File: config.mk
export PLATFORM = sky130hd
export DESIGN_NAME = ces_front
export DESIGN_NICKNAME = d
export VERILOG_FILES = /design/src/rtl/core/ces_pkg.sv /design/src/rtl/core/ces_front.sv
export SDC_FILE = /design/constraint.sdc
export NUM_CORES = 1
export LEC_CHECK = 0
export ABC_AREA = 1
export BUFFER_PORTS_ARGS = -buffer_cell sky130_fd_sc_hd__buf_2
export CORE_MARGIN = 2
export CORE_UTILIZATION = 50
export DETAILED_ROUTE_END_ITERATION = 8
export PLACE_DENSITY = 0.77
export SLEW_MARGIN = 20
export SYNTH_ARGS = -nofsm -noshare
export SYNTH_HDL_FRONTEND = slang
export SYNTH_SLANG_ARGS = --single-unit
File: constraint.sdc
create_clock -name clk_i -period 17.7 [get_ports clk_i]
set_clock_uncertainty 0.2 [all_clocks]
set_input_delay 1.77 -clock clk_i [delete_from_list [all_inputs] [get_ports clk_i]]
set_output_delay 1.77 -clock clk_i [all_outputs]
set_load 0.02 [all_outputs]
File: src/rtl/core/ces_pkg.sv
`default_nettype none

package ces_pkg;

  // item kinds on the input channel
  localparam logic KIND_PIXEL = 1'b0;
  localparam logic KIND_FLUSH = 1'b1;

  // configuration register indexes
  typedef enum logic [1:0] {
    CFG_LOW    = 2'd0,
    CFG_HIGH   = 2'd1,
    CFG_WIDTH  = 2'd2,
    CFG_HEIGHT = 2'd3
  } ces_cfg_e;

  typedef struct packed {
    logic       kind;
    logic [7:0] pixel;
  } ces_in_t;

  typedef struct packed {
    logic edge_res;
    logic frame_end;
  } ces_out_t;

  // one window position inside the line rings
  typedef struct packed {
    logic        valid;
    logic        border;
    logic        tail;
    logic [1:0]  slot;
    logic [11:0] col;
  } ces_pos_t;

  // classified beat handed from the front to the back
  typedef struct packed {
    logic       wr;
    logic [7:0] pixel;
    ces_pos_t   wpos;
    ces_pos_t   gpos;
    ces_pos_t   spos;
    ces_pos_t   dpos;
  } ces_item_t;

  // row offset of a 3x3 neighbour, raster order without the centre
  function automatic logic [1:0] nb_dr(input logic [2:0] idx);
    logic [1:0] r;
    case (idx)
      3'd0, 3'd1, 3'd2: r = 2'b11;
      3'd3, 3'd4:       r = 2'b00;
      default:          r = 2'b01;
    endcase
    return r;
  endfunction

  // column offset of a 3x3 neighbour
  function automatic logic [1:0] nb_dc(input logic [2:0] idx);
    logic [1:0] c;
    case (idx)
      3'd0, 3'd3, 3'd5: c = 2'b11;
      3'd1, 3'd6:       c = 2'b00;
      default:          c = 2'b01;
    endcase
    return c;
  endfunction

  // neighbours compared during suppression for each direction bin
  function automatic logic [2:0] sup_nbr(input logic [1:0] dir, input logic second);
    logic [2:0] n;
    case (dir)
      2'd0:    n = second ? 3'd3 : 3'd4;
      2'd1:    n = second ? 3'd2 : 3'd5;
      2'd2:    n = second ? 3'd6 : 3'd1;
      default: n = second ? 3'd7 : 3'd0;
    endcase
    return n;
  endfunction

endpackage

`default_nettype wire

File: src/rtl/core/ces_front.sv
`default_nettype none

module ces_front import ces_pkg::*; (
  input  wire logic        clk_i,
  input  wire logic        rst_ni,
  input  wire logic        in_valid_i,
  output logic             in_stall_o,
  input  ces_in_t          in_data_i,
  input  wire logic [12:0] width_i,
  input  wire logic [15:0] height_i,
  input  wire logic        restart_i,
  output logic             push_o,
  output ces_item_t        item_o,
  input  wire logic        full_i
);

  logic [16:0] row_q;
  logic [11:0] col_q;
  logic [16:0] row;
  logic [11:0] col;
  logic [12:0] col_inc;
  logic        rst_pos;
  logic        drain;
  logic        ignore;
  logic        accept;
  ces_pos_t    gp;
  ces_pos_t    sp;
  ces_pos_t    dp;

  // position k*W + k places behind (r, c), classified against the frame
  function automatic ces_pos_t calc_pos(input logic [16:0] r, input logic [11:0] c,
                                        input logic [12:0] w, input logic [15:0] h,
                                        input logic [1:0] k);
    logic signed [18:0] pr;
    logic [12:0]        pc;
    logic [17:0]        hm1;
    ces_pos_t           p;
    hm1 = {2'b00, h} - 18'd1;
    if ({1'b0, c} >= {11'd0, k}) begin
      pr = $signed({2'b00, r}) - $signed({17'd0, k});
      pc = {1'b0, c} - {11'd0, k};
    end else begin
      pr = $signed({2'b00, r}) - $signed({17'd0, k}) - 19'sd1;
      pc = {1'b0, c} + w - {11'd0, k};
    end
    p.valid  = !pr[18] && (pr[17:0] < {2'b00, h});
    p.border = (pr == 19'sd0) || (pc == 13'd0) || (pr[17:0] == hm1) || (pc == w - 13'd1);
    p.tail   = (pr[17:0] == hm1) && (pc == w - 13'd1);
    p.slot   = pr[1:0];
    p.col    = pc[11:0];
    return p;
  endfunction

  // restart on a stale position, then classify the beat
  always_comb begin
    rst_pos = ({1'b0, col_q} >= width_i) || ({1'b0, row_q} > ({2'b00, height_i} + 18'd4));
    row     = rst_pos ? 17'd0 : row_q;
    col     = rst_pos ? 12'd0 : col_q;
    drain   = (row >= {1'b0, height_i});
    ignore  = !drain && (in_data_i.kind == KIND_FLUSH);
    col_inc = {1'b0, col} + 13'd1;
    gp      = calc_pos(row, col, width_i, height_i, 2'd1);
    sp      = calc_pos(row, col, width_i, height_i, 2'd2);
    dp      = calc_pos(row, col, width_i, height_i, 2'd3);
  end

  assign accept     = in_valid_i && !full_i;
  assign in_stall_o = full_i;
  assign push_o     = accept && !ignore;

  always_comb begin
    item_o.wr          = !drain;
    item_o.pixel       = in_data_i.pixel;
    item_o.wpos.valid  = 1'b1;
    item_o.wpos.border = 1'b0;
    item_o.wpos.tail   = 1'b0;
    item_o.wpos.slot   = row[1:0];
    item_o.wpos.col    = col;
    item_o.gpos        = gp;
    item_o.spos        = sp;
    item_o.dpos        = dp;
  end

  // stream position
  always_ff @(posedge clk_i or negedge rst_ni) begin
    if (!rst_ni) begin
      row_q <= 17'd0;
      col_q <= 12'd0;
    end else if (restart_i) begin
      row_q <= 17'd0;
      col_q <= 12'd0;
    end else if (accept) begin
      if (ignore) begin
        row_q <= row;
        col_q <= col;
      end else if (dp.valid && dp.tail) begin
        row_q <= 17'd0;
        col_q <= 12'd0;
      end else if (col_inc == width_i) begin
        row_q <= row + 17'd1;
        col_q <= 12'd0;
      end else begin
        row_q <= row;
        col_q <= col_inc[11:0];
      end
    end
  end

endmodule

`default_nettype wire

==> impl_metrics.json <==
{
  "outcome": "complete, no violations",
  "fmax_mhz": 82.9,
  "layout-drive-gt1-share": 0.107,
  "rsz0062_at_grt": "no",
  "utilization": 0.539,
  "postSynthCellCount": 2221,
  "critPathRequiredTime_ns": 15.73,
  "fin_nets": 2464,
  "cts.sinks": 29,
  "setup_viol": 0,
  "cap_violations": 0,
  "yosysTopAreaCell": "nand2_1",
  "tightest_slew_ns": 1.04,
  "area_delta_synth_final_pct": 6.28,
  "antenna_found_initial": 0,
  "grt_pass1_wl_um": 76200,
  "start_kind": "input pin",
  "post-cts-setup-buffers": 0,
  "cts_root_buf": "clkbuf_16",
  "clk_pin_slew_worst_paths_ns": 0.05,
  "worst-setup-path-type": "in -> out",
  "synth.distinct_cells": 60,
  "crit_top_cell": "nor2_1",
  "cts_resized": 0,
  "drv_slew": 0,
  "place_congestion": 1.04,
  "groute.usage.overall": 0.372,
  "fp.dieArea_um2": 26700,
  "final_common_cell": "nand2_1",
  "cp-end-kind": "primary output",
  "initial_core_util": 0.507,
  "fillers": 2667,
  "synth_top_area_frac": 0.199,
  "grt_pass1_vias": 13500,
  "overflow": 0,
  "hold_slack_ns": 0.350,
  "num_vias": 15000,
  "final_cells": 2620,
  "cp_slowest_cell": "xnor2_1",
  "yosys_warnings": 0,
  "p_total_mw": 0.349,
  "arrival_ns": 10.09,
  "ys_ff_latch": 29,
  "p_leak_nw": 7.39,
  "p_per_area_nw_per_um2": 25.9,
  "avgSynthCellArea_um2": 5.72,
  "row_count": 58,
  "hold_viol": 0,
  "port_buffers": 102,
  "die_h_um": 163,
  "async_flop_share": 1.00,
  "final_cell_mix": "674 x nand2_1, 296 x inv_1, 224 x nor2_1, 198 x nand3_1, 158 x xor2_1",
  "hold_class": "reg -> reg",
  "drtAntennaViolNets": 0,
  "tritoncts": "done",
  "antenna_cells": 0,
  "slowest_delay_ns": 0.59,
  "tns_ns": 0,
  "ir_worst_vdd_mv": 0.0927,
  "dr.pass1.iters": 6,
  "ios": 122,
  "wl_per_cell_um": 19.3,
  "die_x_um": 163,
  "synth_area_leaders": "nand2_1 20%, ha_1 13%, xor2_1 11%, inv_1 8.8%, nand3_1 7.8%",
  "clk_latency_ns": 0.28,
  "grt_max_degree": 31,
  "fin_crit_sh": 0.682,
  "dp.cells": 2612,
  "core_area_um2": 25000,
  "cts_buffers": 5,
  "dpl.hpwl_um": 42900,
  "synth_edf_count": 0,
  "slew_headroom": 0.301,
  "synth-main-ff-cell": "dfrtp_1",
  "fin_crit_ns": 12.06,
  "crit_family": "simple AND/OR/NAND/NOR gates",
  "path_buf_inv": 5,
  "cts_buffer_depth": 2,
  "viasPerCell": 5.74,
  "syn-cell-area_um2": 12700,
  "drt_wl_total_um": 50400,
  "drtIter0Drc": 1691,
  "ys_seq_area_frac": 0.0572,
  "drc": 0,
  "htreeDepth": 2,
  "cp_max_fo": 30,
  "cts_hold_buffers": 0
}
## flip-flops by register name, indices dropped and copies added (netlist names)
signal / cells
col_q: 12
row_q: 17
## stage by stage
step                      cell area (um^2)  worst slack (ns)
after floorplan                      12700              7.34
after global placement               13300              6.00
after detailed placement             13300              5.91
after CTS                            13500              5.89
after global routing                 13500              5.14
final                                13500              5.64
## where the power goes
| part | internal (mW) | switching (mW) | total [mW] |
|---|---|---|---|
| Combinational | 0.0534 | 0.128 | 0.182 |
| Clock | 0.0701 | 0.0308 | 0.101 |
| Sequential | 0.0665 | 0.000282 | 0.0668 |
## final cells by class
| class | instances | area, um^2 | share of cell area |
|---|---|---|---|
| clock buffer | 6 | 139 | 0.0103 |
| clock inverter | 2 | 37.5 | 0.00278 |
| inverter | 322 | 1210 | 0.0900 |
| multi-input combinational | 1825 | 10400 | 0.772 |
| sequential | 29 | 726 | 0.0538 |
| tap | 330 | 413 | 0.0306 |
| timing repair buffer | 106 | 541 | 0.0401 |
## tightest hold or removal path: stages (launching register included)
cell and delay (ns):
dfrtp_1 0.39, nand2_1 0.07, nand2_1 0.06
## path summary, 6_finish.rpt
check | from | end | slack [ns] | cells past startpoint
hold reg to reg | col_q[1]$_DFFE_PN0P_ | col_q[1]$_DFFE_PN0P_ | 0.35 | 2
setup reg to reg | row_q[4]$_DFFE_PN0P_ | row_q[9]$_DFFE_PN0P_ | 9.47 | 26
max in group asynchronous | rst_ni | row_q[0]$_DFFE_PN0P_ | 15.57 | 1
min in group asynchronous | rst_ni | row_q[16]$_DFFE_PN0P_ | 1.31 | 1
hold / removal | col_q[1]$_DFFE_PN0P_ | col_q[1]$_DFFE_PN0P_ | 0.35 | 2
setup / recovery | height_i[4] | item_o[15] | 5.64 | 39
## cell usage after synthesis, types with 18 or more instances
cell and instances:
nor3_1 36, ha_1 131, dfrtp_1 29, nand3b_1 18, nor2_1 225, o21ai_0 61
nand2_1 674, a21oi_1 56, xor2_1 158, nand3_1 198, nand4_1 57, nand2_2 23
inv_1 296, nor2_2 27, inv_2 18
## metal layers
layer	global-route usage	up-vias	routed length [um]
li1	-	7271	-
met2	0.536	770	20400
met4	0.0764	2	1100
met1	0.551	6927	22800
met3	0.0922	75	6080
met5	0.0133	-	46
## cell families (layout without fill, tap and decap cells)
group / count (synthesis) / count (layout) / synth area share
other: 2 / 3 / 0.000592
buffers and inverters: 368 / 436 / 0.123
xor gates and xnor gates: 170 / 170 / 0.118
adders and majority gates: 132 / 132 / 0.131
DFF: 29 / 29 / 0.0572
and+or+nand+nor: 1319 / 1319 / 0.472
AOI/OAI and AO/OA: 201 / 201 / 0.0986
Power figures use the tool's default switching activity.
