`config.mk`:
```
export PLATFORM = sky130hd
export DESIGN_NAME = ces_queue
export DESIGN_NICKNAME = d
export VERILOG_FILES = /design/src/rtl/core/ces_pkg.sv /design/src/rtl/core/ces_queue.sv
export SDC_FILE = /design/constraint.sdc
export NUM_CORES = 1
export LEC_CHECK = 0
export BUFFER_PORTS_ARGS = -buffer_cell sky130_fd_sc_hd__clkbuf_2
export CAP_MARGIN = 20
export CORE_MARGIN = 2
export CORE_UTILIZATION = 40
export DETAILED_ROUTE_END_ITERATION = 8
export PLACE_DENSITY_LB_ADDON = 0.3
export SYNTH_ARGS = -nofsm -noshare
export SYNTH_HDL_FRONTEND = slang
export SYNTH_SLANG_ARGS = --single-unit
```
`constraint.sdc`:
```
create_clock -name clk_i -period 11.4 [get_ports clk_i]
set_input_delay 0.57 -clock clk_i [delete_from_list [all_inputs] [get_ports clk_i]]
set_output_delay 0.57 -clock clk_i [all_outputs]
set_load 0.01 [all_outputs]
```
`src/rtl/core/ces_pkg.sv`:
```
`default_nettype none

package ces_pkg;

  // item kinds on the input channel
  localparam logic KIND_PIXEL = 1'b0;
  localparam logic KIND_FLUSH = 1'b1;

  // configuration register indexes
  typedef enum logic [1:0] {
    CFG_LOW    = 2'd0,
    CFG_HIGH   = 2'd1,
    CFG_WIDTH  = 2'd2,
    CFG_HEIGHT = 2'd3
  } ces_cfg_e;

  typedef struct packed {
    logic       kind;
    logic [7:0] pixel;
  } ces_in_t;

  typedef struct packed {
    logic edge_res;
    logic frame_end;
  } ces_out_t;

  // one window position inside the line rings
  typedef struct packed {
    logic        valid;
    logic        border;
    logic        tail;
    logic [1:0]  slot;
    logic [11:0] col;
  } ces_pos_t;

  // classified beat handed from the front to the back
  typedef struct packed {
    logic       wr;
    logic [7:0] pixel;
    ces_pos_t   wpos;
    ces_pos_t   gpos;
    ces_pos_t   spos;
    ces_pos_t   dpos;
  } ces_item_t;

  // row offset of a 3x3 neighbour, raster order without the centre
  function automatic logic [1:0] nb_dr(input logic [2:0] idx);
    logic [1:0] r;
    case (idx)
      3'd0, 3'd1, 3'd2: r = 2'b11;
      3'd3, 3'd4:       r = 2'b00;
      default:          r = 2'b01;
    endcase
    return r;
  endfunction

  // column offset of a 3x3 neighbour
  function automatic logic [1:0] nb_dc(input logic [2:0] idx);
    logic [1:0] c;
    case (idx)
      3'd0, 3'd3, 3'd5: c = 2'b11;
      3'd1, 3'd6:       c = 2'b00;
      default:          c = 2'b01;
    endcase
    return c;
  endfunction

  // neighbours compared during suppression for each direction bin
  function automatic logic [2:0] sup_nbr(input logic [1:0] dir, input logic second);
    logic [2:0] n;
    case (dir)
      2'd0:    n = second ? 3'd3 : 3'd4;
      2'd1:    n = second ? 3'd2 : 3'd5;
      2'd2:    n = second ? 3'd6 : 3'd1;
      default: n = second ? 3'd7 : 3'd0;
    endcase
    return n;
  endfunction

endpackage

`default_nettype wire

```
`src/rtl/core/ces_queue.sv`:
```
`default_nettype none

module ces_queue import ces_pkg::*; (
  input  wire logic      clk_i,
  input  wire logic      rst_ni,
  input  wire logic      push_i,
  input  ces_item_t      item_i,
  output logic           full_o,
  input  wire logic      pop_i,
  output logic           empty_o,
  output ces_item_t      item_o
);

  ces_item_t  mem_q [2];
  logic       wr_q;
  logic       rd_q;
  logic [1:0] cnt_q;
  logic       do_push;
  logic       do_pop;

  assign full_o  = (cnt_q == 2'd2);
  assign empty_o = (cnt_q == 2'd0);
  assign item_o  = mem_q[rd_q];
  assign do_push = push_i && !full_o;
  assign do_pop  = pop_i && !empty_o;

  // entry storage
  always_ff @(posedge clk_i) begin
    if (do_push) begin
      mem_q[wr_q] <= item_i;
    end
  end

  // pointers and fill level
  always_ff @(posedge clk_i or negedge rst_ni) begin
    if (!rst_ni) begin
      wr_q  <= 1'b0;
      rd_q  <= 1'b0;
      cnt_q <= 2'd0;
    end else begin
      if (do_push) begin
        wr_q <= !wr_q;
      end
      if (do_pop) begin
        rd_q <= !rd_q;
      end
      if (do_push && !do_pop) begin
        cnt_q <= cnt_q + 2'd1;
      end else if (do_pop && !do_push) begin
        cnt_q <= cnt_q - 2'd1;
      end
    end
  end

endmodule

`default_nettype wire

```
==> run summary, run 1 <==
status -> complete, no violations
Final ANT Viol Nets -> 0
Worst Tran Pin Value -> 1.043 ns
I/O pin total -> 160
via count -> 2,925
delay-heaviest family, CP -> buffers and inverters
Worst R2R End -> mem_q[0][42]$_DFFE_PP_
worst path required time -> 10.83 ns
final net count -> 514
Slowest-stage cell, CP -> dfrtp_4
YS warnings -> 0
Pwr per Cell Area -> 259.8 nW/µm²
Seq cells post-synth -> 158
Mapped Cells -> 259
Root Driver -> clkbuf_16
HP Start -> item_i[13]
antenna violations before repair -> 0
PortBufs -> 159
global-route wire length before repair -> 15.90 mm
Max-cap violations -> 0
Post-CTS Hold Buffers -> 1
# placed instances -> 595
RSZ-0062 raised after global routing -> false
Hold Path Class -> in2reg
Setup Viol. Count Final -> 0
wire length per cell -> 16.16 µm
final std cells w/o fill -> 629
commonest non-fill, non-tap cell in the layout -> clkbuf_2
Chip Height -> 124.8 µm
Via density -> 4.650
remaining global-route overflow -> 0
period utilization -> 25.93%
clock tree sinks -> 158
Crit. End Element -> output port
fmax -> 338.3 MHz
CTS Buf Count -> 17
Hold Path Depth -> 1
Min-Delay Endpoint -> mem_q[0][13]$_DFFE_PP_
CP bufs+invs -> 2
Avg Cell Area, Syn -> 22.52 µm²
slowest stage delay, CP -> 0.74 ns
VDD IR max -> 0.1764 mV
final clock skew -> 0.004165 ns
Die Wd -> 124.8 µm
r2r setup slk -> 9.32 ns
setup repair bufs after CTS -> 0
slew margin rel. -> 30.49%
vias in the first global route -> 3,108
Syn Std Cell Area -> 5833 µm²
Core Footprint -> 14,370 µm²
row count -> 44
utilization after layout -> 51.66%
Die ar. -> 15,570 µm²
worst-skew pair later-pin latency -> 0.41 ns
drt drc -> 0
HPWL Detailed -> 6.443 mm
Worst setup SP type -> flop
CTS resizes -> 0
Layout area overhead -> 27.26%
Total Neg Setup Slack -> 0 ns
Max Transition Viols Final -> 0
commonest cells after routing, fill and taps aside -> clkbuf_2 (159), edfxtp_1 (154), mux2_2 (57)
CTS tree -> yes
Routed WL -> 10.17 mm
Initial Utilization -> 40.60%
CTS max path bufs -> 2
critical-path cell list -> buf_4, mux2_2, clkbuf_2
WP data arrival -> 2.39 ns
CP max FO -> 44
clk slew on worst S/H paths -> 0.06 ns
initial DRC count -> 104
final hold slack -> 0.3419 ns
Period minus WS final -> 2.956 ns
Synth Net Count -> 341
Worst R2R Path Depth -> 4
Fin. Hold Viols -> 0
Synth cell types -> 15
number of diodes -> 0
leakage power -> 0.002875 µW
largest net degree at the start of global routing -> 78
layout cell share with drive strength beyond 1 -> 60.90%
All-Layer GR Usage -> 13.48%
RR Startpoint -> cnt_q[0]$_DFFE_PN0P_
routability cong. -> 0.6884
DRT Pass-1 Iters -> 3
H-tree depth -> 4
Seq/Total Area, Yosys -> 81.00%
crit path kind -> reg2out
==> logic make-up after synthesis <==
family	Yosys count	synth area share (%)
flip-flops	158	81.00
multiplexers	77	16.15
buffers and inverters	11	1.330
AND/OR/NAND/NOR	6	0.4720
XOR/XNOR	5	0.7509
AO/OA/AOI/OAI	1	0.08572
adder cells (fa/ha/maj)	1	0.2145
==> power breakdown <==
part	total (µW)	switching, µW	internal, µW	leakage [µW]
registers	854	57.2	797	0.00148
logic	532	272	260	0.00113
clock network	543	221	322	0.000272
total	1930	550	1380	0.00287
==> cells in the mapped netlist, drive strengths merged <==
master	n	area share, %
nand2	1	0.064
xor2	2	0.30
o21ai	1	0.086
nor2	3	0.19
dfrtp	4	1.7
nand2b	1	0.11
and3	1	0.11
ha	1	0.21
inv	2	0.13
edfxtp	154	79
buf	9	1.2
xnor2	3	0.45
mux2	77	16
==> metrics by stage <==
step / total power, µW / setup WS, ns / area, µm²
6_report: 1929 / 8.444 / 7423
5_1_grt: 2025 / 8.313 / 7423
4_1_cts: 1959 / 8.391 / 7403
3_5_place_dp: 1411 / 8.849 / 6820
3_3_place_gp: 1399 / 8.867 / 6820
2_1_floorplan: 1224 / 7.016 / 5833
==> layer usage <==
metal  routed length, µm  global-route usage (%)
met1                4116                   15.76
met2                5187                   22.28
met3                 661                   4.897
met4                 201                   6.147
met5                   0                       0
==> worst max-delay path by stage <==
stage	start	end	slack, ns	cells after the start
2_1_floorplan	push_i	mem_q[0][0]$_DFFE_PP_	7.02	2
3_3_place_gp	rd_q$_DFFE_PN0P_	item_o[66]	8.87	3
3_5_place_dp	rd_q$_DFFE_PN0P_	item_o[31]	8.85	3
4_1_cts	rd_q$_DFFE_PN0P_	item_o[31]	8.39	3
5_1_grt	rd_q$_DFFE_PN0P_	item_o[68]	8.31	3
6_report	rd_q$_DFFE_PN0P_	item_o[31]	8.44	3
==> state kept, by name, summed over array words and instances, names as in the netlist <==
register	cells
cnt_q	2
mem_q	154
rd_q	1
wr_q	1
==> worst register-to-register path, stage by stage (launching register included) <==
cell and delay, ns:
dfrtp_1 0.42, nand2b_1 0.19, nand2_1 0.14, nor2_4 0.10, buf_4 0.80
==> layout make-up <==
cell class,count,area (µm²)
sequential,158,4728
inverter,2,7.507
tap,184,230.2
timing repair buffer,163,840.8
clock inverter,14,143.9
fill,1216,6945
multi-input combinational,90,1044
clock buffer,18,429.2
No activity file was read; power rests on OpenSTA's default activity.
==> run 2, diff against run 1 <==
--- a/config.mk
+++ b/config.mk
@@ -5,6 +5,7 @@
 export SDC_FILE = /design/constraint.sdc
 export NUM_CORES = 1
 export LEC_CHECK = 0
+export ABC_AREA = 1
 export BUFFER_PORTS_ARGS = -buffer_cell sky130_fd_sc_hd__clkbuf_2
 export CAP_MARGIN = 20
 export CORE_MARGIN = 2
==> constraint.sdc (replaced) <==
create_clock -name clk_i -period 2.6 [get_ports clk_i]
set_input_delay 0.13 -clock clk_i [delete_from_list [all_inputs] [get_ports clk_i]]
set_output_delay 0.13 -clock clk_i [all_outputs]
set_load 0.01 [all_outputs]
==> run 2 against run 1 <==
Against the previous run: utilization up 5.6 points; design area up 11%; critical path depth up 1; worst hold slack worse by 0.29 ns; critical path type unchanged; critical endpoint is now item_o[29]; highest routed layer unchanged.
==> run summary, run 2 <==
Seq/Total Area, Yosys -> 81.01% (about the same)
worst path required time -> 2.47 ns (-8.36 ns)
Clock power frac -> 28.3% (+0.2 points)
VDD IR max -> 0.7307 mV (+310%)
layout cell share with drive strength beyond 1 -> 28.24% (-33 points)
fin area -> 8230 µm² (+11%)
Root Driver -> clkbuf_16
EDFF count, synth -> 154 (unchanged)
I/O pin total -> 160 (unchanged)
Pwr per Cell Area -> 1074 nW/µm² (+310%)
HPWL Detailed -> 7.067 mm (+9.7%)
Slowest-stage cell, CP -> buf_4
Total Neg Setup Slack -> 0 ns (unchanged)
Hold Path Class -> in2async
biggest registers after layout -> mem_q (154), cnt_q (2)
Synth Flop Type -> edfxtp_1
ranking of synthesized cells by area -> edfxtp_1 (79%), nand2_1 (15%), dfrtp_1 (1.7%)
CTS tree -> yes
leakage power -> 0.003572 µW (+24%)
wire length per cell -> 13.21 µm (-18%)
critical-path cell list -> buf_4, nand2_1, nand2_1, clkbuf_2
YS warnings -> 0 (unchanged)
share of power burned in registers -> 40.8% (-3.5 points)
r2r setup slk -> 0.83 ns (-8.49 ns)
most common cell in the netlist -> nand2_1
remaining global-route overflow -> 0 (unchanged)
largest reg by FF count -> mem_q
Syn Std Cell Area -> 5832 µm² (about the same)
period utilization -> 76.86%
final std cells w/o fill -> 878 (+40%)
Via density -> 4.527 (-2.6%)
Layout area overhead -> 41.13%
Worst R2R End -> mem_q[0][34]$_DFFE_PP_
Routed WL -> 11.59 mm (+14%)
max reg flops -> 154 (unchanged)
Die Wd -> 124.7 µm (about the same)
CP bufs+invs -> 2 (unchanged)
Mapped Cells -> 434 (+68%)
Synth top cells by count -> nand2_1 (240), edfxtp_1 (154), buf_2 (11)
Final ANT Viol Nets -> 0 (unchanged)
setup repair bufs after CTS -> 0 (unchanged)
Crit. End Element -> output port
Max-cap violations -> 0 (unchanged)
DP Area -> 6837 µm² (+0.24%)
Setup Viol. Count Final -> 0 (unchanged)
RR Startpoint -> cnt_q[1]$_DFFE_PN0P_
slew margin rel. -> 44.71% (+14 points)
global-route wire length before repair -> 18.12 mm (+14%)
delay-heaviest family, CP -> buffers and inverters
Die ar. -> 15,560 µm² (about the same)
Core Footprint -> 14,370 µm² (unchanged)
fmax -> 500.4 MHz
Avg Cell Area, Syn -> 13.44 µm² (-40%)
Period minus WS final -> 1.998 ns
clk slew on worst S/H paths -> 0.06 ns (about the same)
Max Transition Viols Final -> 0 (unchanged)
PortBufs -> 159 (unchanged)
Chip Height -> 124.7 µm (about the same)
slowest stage delay, CP -> 0.65 ns (-0.09 ns)
Worst Tran Pin Value -> 0.8294 ns (-0.2133 ns)
cell taking the most area after synthesis -> edfxtp_1
Seq cells post-synth -> 158 (unchanged)
CP max FO -> 78 (+77%)
Worst setup SP type -> flop
vias in the first global route -> 3,876 (+25%)
routability cong. -> 0.7452 (+8.3%)
Worst R2R Path Depth -> 6 (+2)
# placed instances -> 767 (+29%)
Psw -> 2830 µW (+410%)
Gate power share -> 30.9% (+3.3 points)
Internal Power -> 6012 µW (+340%)
WP data arrival -> 1.87 ns (-0.52 ns)
fillcell total -> 1,141 (-6.2%)
crit path kind -> reg2out
worst-skew pair later-pin latency -> 0.42 ns (about the same)
H-tree depth -> 4 (unchanged)
Net Sw Frac -> 32.00% (+3.5 points)
status -> complete, no violations
clock tree sinks -> 158 (unchanged)
antenna violations before repair -> 0 (unchanged)
RSZ-0062 raised after global routing -> false
CTS Buf Count -> 17 (unchanged)
most used cell, CP -> nand2_1
row count -> 44 (unchanged)
setup ws final -> 0.6015 ns (-7.842 ns)
All-Layer GR Usage -> 15.05% (+1.6 points)
FFs w/ async S/R, synth -> 2.532% (unchanged)
pre-CTS setup slack -> 0.8271 ns (-8.021 ns)
Initial Utilization -> 40.59% (about the same)
commonest cells after routing, fill and taps aside -> nand2_1 (240), clkbuf_2 (159), edfxtp_1 (154)
via count -> 3,975 (+36%)
largest net degree at the start of global routing -> 79 (+1.3%)
final clock skew -> 0.01003 ns (+0.005867 ns)
initial DRC count -> 180 (+73%)
Fin. Hold Viols -> 0 (unchanged)
DRT Pass-1 Iters -> 4 (+1)
CTS max path bufs -> 2 (unchanged)
Synth Net Count -> 516 (+51%)
commonest non-fill, non-tap cell in the layout -> nand2_1
drt drc -> 0 (unchanged)
top cell type's share of synthesized area -> 79.30% (about the same)
number of diodes -> 0 (unchanged)
Synth cell types -> 15 (unchanged)
final net count -> 763 (+48%)
-- run 2: cell types whose count changed in the layout (fill, tap and decap cells not counted), moves of 3 or more --
cell / delta
mux2_2: -57
inv_1: +4
mux2_4: -20
nand2_1: +239
dlygate4sd3_1: +78
buf_4: +3
-- run 2: timing repair --
action | 4_1_cts | 5_1_grt
hold endpoints to repair | 159 | 0
endpoints found under the setup margin | 0 | 0
gates resized for setup | 0 | 0
hold buffers | 79 | 0
-- run 2: worst max-delay path by stage --
stage          depth (start not counted)  slack, ns            startpoint                endpoint
2_1_floorplan                          4       0.24  cnt_q[0]$_DFFE_PN0P_   mem_q[0][0]$_DFFE_PP_
3_3_place_gp                           6       0.91  cnt_q[1]$_DFFE_PN0P_  mem_q[0][43]$_DFFE_PP_
3_5_place_dp                           6       0.83  cnt_q[1]$_DFFE_PN0P_  mem_q[0][30]$_DFFE_PP_
4_1_cts                                4       0.56      rd_q$_DFFE_PN0P_              item_o[65]
5_1_grt                                4       0.45      rd_q$_DFFE_PN0P_               item_o[3]
6_report                               4       0.60      rd_q$_DFFE_PN0P_              item_o[29]
-- run 2: metal layers --
layer / vias to the layer above / wire (µm) / global-route usage (%) / share of wire, %
met3: 21 / 818 / 5.155 / 7.1
met1: 1867 / 5051 / 18.29 / 44
li1: 1954 / - / - / -
met4: 0 / 213 / 6.543 / 1.8
met5: - / 0 / 0 / 0
met2: 133 / 5511 / 24.49 / 48
-- run 2: power by group through the flow --
stage          sequential, µW  combinational [µW]  clock (µW)
2_1_floorplan            3650                1620           0
4_1_cts                  3620                2790        2550
6_report                 3610                2730        2500
3_3_place_gp             3650                2650           0
3_5_place_dp             3670                2690           0
5_1_grt                  3660                3040        2650
-- run 2: worst reg2reg max path: cells and delay by family, from the launching register on --
| family | cells | cell delay (ns) |
|---|---|---|
| buf+inv | 3 | 0.63 |
| simple gates | 3 | 0.36 |
| flops | 1 | 0.41 |
-- run 2: metrics by stage --
step / hold slack (ns) / util (%) / total power, µW
final: 0.04862 / 57.28 / 8842
after global routing: 0.03721 / 57.28 / 9355
after CTS: 0.02444 / 57.28 / 8957
after detailed placement: -0.05826 / 47.58 / 6357
after global placement: -0.05914 / 47.58 / 6294
after floorplan: -0.1656 / - / 5267
-- run 2: cell type report --
| type | instances | area [µm²] | area share, % |
|---|---|---|---|
| Inverter | 8 | 33.78 | 0.4105 |
| Clock inverter | 13 | 170.2 | 2.067 |
| Multi-Input combinational cell | 251 | 973.4 | 11.83 |
| Timing Repair Buffer | 245 | 1664 | 20.22 |
| Tap cell | 184 | 230.2 | 2.797 |
| Clock buffer | 19 | 432.9 | 5.260 |
| Sequential cell | 158 | 4726 | 57.42 |
-- run 2: kinds of logic (layout without fill, tap and decap cells) --
logic type | after synthesis | in the layout | share of synthesized area, %
xor gates and xnor gates | 1 | 1 | 0.1502
DFF | 158 | 158 | 81.01
and+or+nand+nor | 247 | 247 | 16.03
adders and majority gates | 1 | 1 | 0.2145
buffers and inverters | 25 | 285 | 2.424
AOI/OAI and AO/OA | 2 | 2 | 0.1716
==> run 3, diff against run 2 <==
--- a/config.mk
+++ b/config.mk
@@ -5,7 +5,7 @@
 export SDC_FILE = /design/constraint.sdc
 export NUM_CORES = 1
 export LEC_CHECK = 0
-export ABC_AREA = 1
+export ABC_AREA = 0
 export BUFFER_PORTS_ARGS = -buffer_cell sky130_fd_sc_hd__clkbuf_2
 export CAP_MARGIN = 20
 export CORE_MARGIN = 2
==> constraint.sdc (replaced) <==
create_clock -name clk_i -period 1.8 [get_ports clk_i]
set_input_delay 0.09 -clock clk_i [delete_from_list [all_inputs] [get_ports clk_i]]
set_output_delay 0.09 -clock clk_i [all_outputs]
set_load 0.01 [all_outputs]
==> run 3 against run 2 <==
Against the previous run: first-iteration DRC count fell by 23%; sequential power rose by 46%; count of clock-buffer cells in the layout rose by 7; wire length fell by 5.3%; non-clock buffer count rose by 2; cell count fell by 19%; critical path depth fell by 1; critical path type unchanged; largest cell class unchanged; largest power group unchanged; highest routed layer unchanged.
==> run summary, run 3 (synthesis results as in run 1) <==
vias in the first global route -> 3,506 (-9.5%)
antenna violations before repair -> 0 (unchanged)
commonest non-fill, non-tap cell in the layout -> clkbuf_2
Period minus WS final -> 1.762 ns
commonest cells after routing, fill and taps aside -> clkbuf_2 (159), edfxtp_1 (154), dlygate4sd3_1 (81)
fin area -> 8412 µm² (+2.2%)
HPWL Detailed -> 6.614 mm (-6.4%)
via count -> 3,220 (-19%)
I/O pin total -> 160 (unchanged)
H-tree depth -> 4 (unchanged)
pre-CTS setup slack -> 0.3431 ns (-0.4841 ns)
worst-skew pair later-pin latency -> 0.41 ns (about the same)
Core Footprint -> 14,370 µm² (unchanged)
fmax -> 567.7 MHz
Max-cap violations -> 0 (unchanged)
VDD IR max -> 1.030 mV (+41%)
Via density -> 4.516 (-0.25%)
PortBufs -> 159 (unchanged)
crit path kind -> reg2out
initial DRC count -> 139 (-23%)
CP bufs+invs -> 2 (unchanged)
Fin. Hold Viols -> 0 (unchanged)
Die Wd -> 124.8 µm (about the same)
layout cell share with drive strength beyond 1 -> 51.61% (+23 points)
routability cong. -> 0.6723 (-9.8%)
Slowest-stage cell, CP -> dfrtp_4
Hold Path Class -> in2reg
Total Neg Setup Slack -> 0 ns (unchanged)
Crit. End Element -> output port
worst path required time -> 1.71 ns (-0.76 ns)
final clock skew -> 0.009055 ns (-0.0009770 ns)
status -> complete, no violations
All-Layer GR Usage -> 14.33% (-0.72 points)
period utilization -> 97.86%
wire length per cell -> 15.40 µm (+17%)
DP Area -> 6940 µm² (+1.5%)
clk slew on worst S/H paths -> 0.06 ns (about the same)
DRT Pass-1 Iters -> 5 (+1)
drt drc -> 0 (unchanged)
Final ANT Viol Nets -> 0 (unchanged)
setup ws final -> 0.03847 ns (-0.5631 ns)
CTS max path bufs -> 2 (unchanged)
CTS tree -> yes
Routed WL -> 10.98 mm (-5.3%)
largest net degree at the start of global routing -> 50 (-37%)
CTS Buf Count -> 17 (unchanged)
WP data arrival -> 1.67 ns (-0.20 ns)
delay-heaviest family, CP -> flip-flops
Max Transition Viols Final -> 0 (unchanged)
number of diodes -> 0 (unchanged)
fillcell total -> 1,106 (-3.1%)
Setup Viol. Count Final -> 0 (unchanged)
final net count -> 598 (-22%)
critical-path cell list -> clkbuf_16, mux2_2, clkbuf_2
row count -> 44 (unchanged)
CP max FO -> 24 (-69%)
global-route wire length before repair -> 17.07 mm (-5.8%)
slew margin rel. -> 79.44% (+35 points)
Layout area overhead -> 44.21%
Worst Tran Pin Value -> 0.3051 ns (-0.5242 ns)
largest reg by FF count -> mem_q
clock tree sinks -> 158 (unchanged)
Pwr per Cell Area -> 1544 nW/µm² (+44%)
Worst setup SP type -> flop
slowest stage delay, CP -> 0.50 ns (-0.15 ns)
remaining global-route overflow -> 0 (unchanged)
RSZ-0062 raised after global routing -> true
Initial Utilization -> 40.60% (about the same)
r2r setup slk -> 0.33 ns (-0.50 ns)
Die ar. -> 15,570 µm² (about the same)
biggest registers after layout -> mem_q (154), cnt_q (2)
leakage power -> 0.003310 µW (-7.4%)
final hold slack -> 0.4000 ns (+0.3514 ns)
Root Driver -> clkbuf_16
max reg flops -> 154 (unchanged)
Chip Height -> 124.8 µm (about the same)
## run 3: final cells by class
type | count | area [µm²] | area share, %
flip-flops and latches | 158 | 4728 | 56.21
repair buffers | 247 | 1759 | 20.91
multi-input cells | 90 | 1074 | 12.76
clock buffers | 26 | 479.2 | 5.697
well taps | 184 | 230.2 | 2.737
clock inverters | 6 | 133.9 | 1.592
inverters | 2 | 7.507 | 0.08925
## run 3: path summary, 6_finish.rpt
path,cells after the start,endpoint,startpoint
max,3,item_o[71],rd_q$_DFFE_PN0P_
min,2,mem_q[0][57]$_DFFE_PP_,item_i[57]
max reg2reg,5,cnt_q[1]$_DFFE_PN0P_,cnt_q[0]$_DFFE_PN0P_
min reg2reg,1,wr_q$_DFFE_PN0P_,wr_q$_DFFE_PN0P_
max in group asynchronous,3,rd_q$_DFFE_PN0P_,rst_ni
min in group asynchronous,3,wr_q$_DFFE_PN0P_,rst_ni
## run 3: worst register-to-register path, delay by kind of cell, from the launching register on
kind	cells	cell delay [ns]
flops	1	0.43
xor+xnor	2	0.32
compound gates	1	0.30
fa+ha+maj	1	0.22
simple gates	1	0.07
## run 3: per-layer routing
layer	share of wire (%)	GRT usage, %
met5	0	0
met4	1.3	5.354
met3	5.9	5.842
met2	50	24.14
met1	42	16.43
## run 3: per-stage QoR
stage	instances	util [%]	power, µW
2_1_floorplan	259	-	7734
3_3_place_gp	599	48.30	9096
3_5_place_dp	599	48.30	9162
4_1_cts	712	58.32	13050
5_1_grt	713	58.54	13650
6_report	713	58.54	12990
## run 3: timing repair
| action | 4_1_cts | 5_1_grt |
|---|---|---|
| setup buffers | 0 | 0 |
| pin swaps | 0 | 0 |
| hold buffers | 81 | 0 |
| gates resized for setup | 3 | 2 |
| endpoints found under the setup margin | 18 | 29 |
| hold endpoints to repair | 160 | 0 |
| gates cloned | 0 | 1 |
## run 3: power breakdown
| part | switching, µW | internal, µW |
|---|---|---|
| sequential | 247 | 5030 |
| clock | 1300 | 2400 |
| combinational | 1990 | 2020 |
